[src/rtl/mbal_pkg.sv]
// Shared constants, request/response types and square-table entry for the attack lookup.
`timescale 1ns / 1ps
`default_nettype none
package mbal_pkg;

    // Board and word geometry
    localparam int unsigned WORD_W  = 64;
    localparam int unsigned HALF_W  = WORD_W / 2;
    localparam int unsigned SQUARES = 64;
    localparam int unsigned SQ_W    = $clog2(SQUARES);
    localparam int unsigned BITS_W  = 4;

    // Attack memory sizing
    localparam int unsigned ATTACK_DEPTH   = 131072;
    localparam int unsigned MAX_INDEX_BITS = 12;
    localparam int unsigned ATTACK_AW      = $clog2(ATTACK_DEPTH);
    localparam int unsigned OFFSET_W       = ATTACK_AW + 1;
    localparam int unsigned INDEX_W        = MAX_INDEX_BITS;
    // wide enough for offset + block size and base + index without wrap
    localparam int unsigned SUM_W =
        ((OFFSET_W > MAX_INDEX_BITS + 1) ? OFFSET_W : MAX_INDEX_BITS + 1) + 1;

    // Request kinds
    localparam logic [1:0] KIND_LOAD_BLOCK = 2'd0;
    localparam logic [1:0] KIND_LOAD_ENTRY = 2'd1;
    localparam logic [1:0] KIND_QUERY      = 2'd2;

    typedef struct packed {
        logic [1:0]        kind;
        logic [SQ_W-1:0]   square;
        logic [WORD_W-1:0] occupancy;
        logic [WORD_W-1:0] relevant_mask;
        logic [WORD_W-1:0] magic_factor;
        logic [BITS_W-1:0] index_bits;
        logic [WORD_W-1:0] attack_in;
    } mbal_req_t;

    typedef struct packed {
        logic [WORD_W-1:0] attack_out;
        logic              status;
    } mbal_rsp_t;

    // One square's parameters as held in the square table
    typedef struct packed {
        logic [WORD_W-1:0]    mask;
        logic [WORD_W-1:0]    magic;
        logic [BITS_W-1:0]    bits;
        logic [ATTACK_AW-1:0] base;
    } mbal_sq_entry_t;

    // Hash unit handshake
    typedef struct packed {
        logic              start;
        logic [WORD_W-1:0] operand;
        logic [WORD_W-1:0] magic;
        logic [BITS_W-1:0] bits;
    } mbal_hash_req_t;

    typedef struct packed {
        logic               done;
        logic [INDEX_W-1:0] index;
    } mbal_hash_rsp_t;

endpackage
`default_nettype wire

[src/rtl/mbal_hash.sv]
// Magic hash unit: low 64 bits of operand * magic over a shared 32x32 multiplier, top bits out.
`timescale 1ns / 1ps
`default_nettype none
module mbal_hash (
    input  wire logic                    clk,
    input  wire logic                    rst_n,
    input  wire mbal_pkg::mbal_hash_req_t hash_req,
    output mbal_pkg::mbal_hash_rsp_t      hash_rsp
);

    localparam logic [2:0] STEP_IDLE = 3'd0;
    localparam logic [2:0] STEP_LL   = 3'd1;  // lo * lo
    localparam logic [2:0] STEP_LH   = 3'd2;  // lo * hi
    localparam logic [2:0] STEP_HL   = 3'd3;  // hi * lo
    localparam logic [2:0] STEP_SUM  = 3'd4;  // fold last cross term
    localparam logic [2:0] STEP_DONE = 3'd5;

    logic [2:0]                          step_reg;
    logic [2:0]                          step_next;
    logic [mbal_pkg::WORD_W-1:0]         a_reg;
    logic [mbal_pkg::WORD_W-1:0]         b_reg;
    logic [mbal_pkg::BITS_W-1:0]         bits_reg;
    logic [mbal_pkg::WORD_W-1:0]         prod_reg;
    logic [mbal_pkg::WORD_W-1:0]         acc_reg;
    logic [mbal_pkg::HALF_W-1:0]         mul_a;
    logic [mbal_pkg::HALF_W-1:0]         mul_b;
    logic [mbal_pkg::WORD_W-1:0]         mul_p;
    logic [mbal_pkg::INDEX_W-1:0]        top_bits;
    logic [mbal_pkg::BITS_W-1:0]         shamt;

    // Operand halves for the shared multiplier
    always_comb
    begin
        mul_a = (step_reg == STEP_HL) ? a_reg[mbal_pkg::WORD_W-1:mbal_pkg::HALF_W]
                                      : a_reg[mbal_pkg::HALF_W-1:0];
        mul_b = (step_reg == STEP_LH) ? b_reg[mbal_pkg::WORD_W-1:mbal_pkg::HALF_W]
                                      : b_reg[mbal_pkg::HALF_W-1:0];
        mul_p = {{mbal_pkg::HALF_W{1'b0}}, mul_a} * {{mbal_pkg::HALF_W{1'b0}}, mul_b};
    end

    // Step sequencer
    always_comb
    begin
        step_next = step_reg;
        unique case (step_reg)
            STEP_IDLE: if (hash_req.start) step_next = STEP_LL;
            STEP_LL:   step_next = STEP_LH;
            STEP_LH:   step_next = STEP_HL;
            STEP_HL:   step_next = STEP_SUM;
            STEP_SUM:  step_next = STEP_DONE;
            STEP_DONE: step_next = STEP_IDLE;
            default:   step_next = STEP_IDLE;
        endcase
    end

    always_ff @(posedge clk or negedge rst_n)
    begin
        if (!rst_n)
        begin
            step_reg <= STEP_IDLE;
        end
        else
        begin
            step_reg <= step_next;
        end
    end

    // Datapath: operands, product and accumulated low word
    always_ff @(posedge clk)
    begin
        case (step_reg)
            STEP_IDLE:
            begin
                if (hash_req.start)
                begin
                    a_reg    <= hash_req.operand;
                    b_reg    <= hash_req.magic;
                    bits_reg <= hash_req.bits;
                end
            end
            STEP_LL:
            begin
                prod_reg <= mul_p;
            end
            STEP_LH:
            begin
                acc_reg  <= prod_reg;
                prod_reg <= mul_p;
            end
            STEP_HL:
            begin
                acc_reg[mbal_pkg::WORD_W-1:mbal_pkg::HALF_W] <=
                    acc_reg[mbal_pkg::WORD_W-1:mbal_pkg::HALF_W] +
                    prod_reg[mbal_pkg::HALF_W-1:0];
                prod_reg <= mul_p;
            end
            STEP_SUM:
            begin
                acc_reg[mbal_pkg::WORD_W-1:mbal_pkg::HALF_W] <=
                    acc_reg[mbal_pkg::WORD_W-1:mbal_pkg::HALF_W] +
                    prod_reg[mbal_pkg::HALF_W-1:0];
            end
            default:
            begin
            end
        endcase
    end

    // Index: top 'bits' bits of the product; a count of zero shifts everything out
    always_comb
    begin
        top_bits       = acc_reg[mbal_pkg::WORD_W-1 -: mbal_pkg::INDEX_W];
        shamt          = mbal_pkg::BITS_W'(mbal_pkg::MAX_INDEX_BITS) - bits_reg;
        hash_rsp.done  = (step_reg == STEP_DONE);
        hash_rsp.index = top_bits >> shamt;
    end

endmodule
`default_nettype wire

[config.mk]
export PLATFORM = sky130hd
export DESIGN_NAME = mbal_hash
export DESIGN_NICKNAME = d
export VERILOG_FILES = /design/src/rtl/mbal_pkg.sv /design/src/rtl/mbal_hash.sv
export SDC_FILE = /design/constraint.sdc
export NUM_CORES = 2
export LEC_CHECK = 0
export ABC_AREA = 1
export BUFFER_PORTS_ARGS = -buffer_cell sky130_fd_sc_hd__buf_2
export CAP_MARGIN = 20
export CELL_PAD_IN_SITES_DETAIL_PLACEMENT = 1
export CELL_PAD_IN_SITES_GLOBAL_PLACEMENT = 1
export CORE_ASPECT_RATIO = 0.5
export CORE_MARGIN = 4
export CORE_UTILIZATION = 40
export CTS_BUF_LIST = sky130_fd_sc_hd__clkbuf_2
export CTS_CLUSTER_DIAMETER = 40
export DETAILED_ROUTE_END_ITERATION = 8
export HOLD_SLACK_MARGIN = 0.1
export PLACE_DENSITY = 0.71
export SLEW_MARGIN = 15
export SYNTH_ARGS = -nofsm -noshare
export SYNTH_HDL_FRONTEND = slang
export SYNTH_SLANG_ARGS = --single-unit
[constraint.sdc]
create_clock -name clk -period 19.51 [get_ports clk]
set_clock_uncertainty 0.15 [all_clocks]
set_input_delay 1.951 -clock clk [delete_from_list [all_inputs] [get_ports clk]]
set_output_delay 1.951 -clock clk [all_outputs]
set_load 0.05 [all_outputs]
==> impl_metrics.toml <==
[critical_path]
cp-end-kind = "flop"
cp.arrival_ns = 10.58
critPathMaxFanout = 51
crit_path_start_kind = "flop"
worstPathRequired_ns = 20.22
critPathKind = "flop to flop"

[detailed_routing]
dr.pass1.iters = 5
viasPerCell = 5.170
drc = 0
vias = 36894
ant_nets = 0
drt-initial-drc-count = 2723
routedWlPerCell_um = 23.40
drt_wl_total_mm = 167.0

[grt]
grtUsageMet3_pct = 6.012
gr-total-overflow = 0
first_global_vias = 41661
grt_first_pass_wirelength_mm = 254.0
grt.met1_usage_pct = 37.63
grt_max_degree = 69
grt_busiest_layer = "met2"
grt_usage_pct = 28.51
grt_use_met2_pct = 46.56
antenna_found_initial = 4

[cts]
clk_latency_ns = 1.12
cts.htree.levels = 2
clkTransAtPathRegs_ns = 0.10
clock_path_buffers = 3
cts_sinks = 231
cts_hold_buf = 0
cts_setup_buffers = 0
cts-root-buf = "clkbuf_2"
cts_buffers = 61
cts-resized-gates = 0
cts_tree = "built"

[sta]
fin_tns_setup_ns = 0
rsz0062_at_grt = "false"
final_hold_viol_count = 0
period_share_pct = 50.62
hold-worst-slack_ns = 0.3891
drv_slew = 0
fin_ws_ns = 9.635
setup_viol = 0
worstMarginPinSlew_ns = 1.140
max_slew_margin_pct = 23.91
fmax_ghz = 0.1013
min_period_ns = 9.875

[flow_run]
cap_violations = 0

[finish]
fillers = 13741
final-seq-area_um2 = 6922
nets = 6903
mostFrequentLayoutCell = "nand2_1"
multi_input_area_um2 = 32330
layout_common_cells = "nand2_1 (1358), inv_1 (1337), fa_1 (897), nor2_1 (751), ha_1 (295)"
drive_gt1_share_pct = 7.119
syn2layout_area_growth_pct = 5.921

[synthesis]
ys_seq_elements = 231
avgSynthCellArea_um2 = 8.268
syn_inst = 5492
synth_edf_count = 228
ys_seq_area_share_pct = 15.24
yosys_warnings = 0
synthFlopType = "edfxtp_1"
netlist_area_um2 = 45410
synth_nets = 6819
async_flop_share_pct = 1.299
yosys.cell_types.count = 36

[floorplanning]
fp.dieArea_um2 = 119300
die_y_um = 246.2
initial_utilization_pct = 40.30
core_area_um2 = 112700
die_w_um = 484.5
io_pins = 148
rows = 87

[place]
dp_hpwl_mm = 139.2
portBuffers = 147
place_ws_ns = 9.760
gp_congestion = 0.9375

[run_status]
status = "completed"

[worst_hold_path]
min_path_type = "flop to flop"
[cell families after synthesis]
family | after synthesis | synth area share, %
AOI/OAI and AO/OA | 184 | 2.990
xor gates and xnor gates | 49 | 0.9451
adders and majority gates | 1192 | 47.67
buffers and inverters | 1556 | 13.68
DFF | 231 | 15.24
muxes | 2 | 0.04409
and+or+nand+nor | 2278 | 19.43
[layout make-up]
| type | count | share of cell area [%] |
|---|---|---|
| sequential | 231 | 14.39 |
| multi-input combinational | 3705 | 67.22 |
| timing repair buffer | 197 | 2.414 |
| inverter | 1380 | 10.77 |
| antenna | 4 | 0.02081 |
| tap | 1513 | 3.936 |
| clock inverter | 22 | 0.3720 |
| clock buffer | 84 | 0.8741 |
[metal layers]
layer	wire length [µm]	up-vias
met2	75510	1342
met4	7133	2
li1	-	16108
met1	70790	19114
met3	13510	328
met5	13	-
[critical path, cell delays in order, from the launching register on]
cell      delay, ns
dfrtp_1        0.52
nor2_4         0.10
nand2_4        0.25
buf_4          0.68
nand2_1        0.21
o21ai_4        0.32
clkinv_1       0.91
nor2_1         0.39
fa_1           0.48
fa_1           0.56
inv_1          0.08
fa_1           0.45
fa_1           0.48
fa_1           0.50
inv_1          0.06
fa_1           0.44
fa_1           0.47
ha_1           0.32
ha_1           0.52
nand2_1        0.19
nor2_1         0.20
inv_1          0.10
nor3_1         0.47
nand2_1        0.20
nor2_1         0.13
nand2_1        0.11
nand4_1        0.11
nand2_1        0.07
[synthesized netlist by cell type (28+ instances only)]
cell type | n | area (µm²)
xor2_1 | 39 | 341.6
o21ai_2 | 28 | 245.2
edfxtp_1 | 228 | 6847
ha_1 | 295 | 3691
nand2_1 | 1358 | 5097
nand3_1 | 102 | 510.5
nor2_1 | 753 | 2826
a21oi_1 | 65 | 325.3
inv_2 | 40 | 150.1
buf_2 | 130 | 650.6
fa_1 | 897 | 17960
inv_1 | 1337 | 5019
[final timing paths]
check,from,endpoint,slack (ns),cells after the start
worst min-delay path,prod_reg[49],acc_reg[49],0.39,2
max in group asynchronous,rst_n,step_reg[1],18.65,1
worst min register to register,prod_reg[49],acc_reg[49],0.39,2
worst max register to register,step_reg[2],prod_reg[51],9.63,27
worst max-delay path,step_reg[2],prod_reg[51],9.63,27
min in group asynchronous,rst_n,step_reg[2],0.45,1
[metrics by stage]
| stage | std cells | area, µm² | util, % |
|---|---|---|---|
| 6_report | 7136 | 48100 | 42.69 |
| 5_1_grt | 7133 | 48090 | 42.68 |
| 4_1_cts | 7131 | 48060 | 42.66 |
| 3_5_place_dp | 7025 | 47460 | 42.13 |
| 3_3_place_gp | 7023 | 47420 | 42.09 |
| 2_1_floorplan | 5492 | 45410 | - |
Power is not shown: default switching activity piles up to over one toggle a cycle in this logic, so the estimate is an artifact.
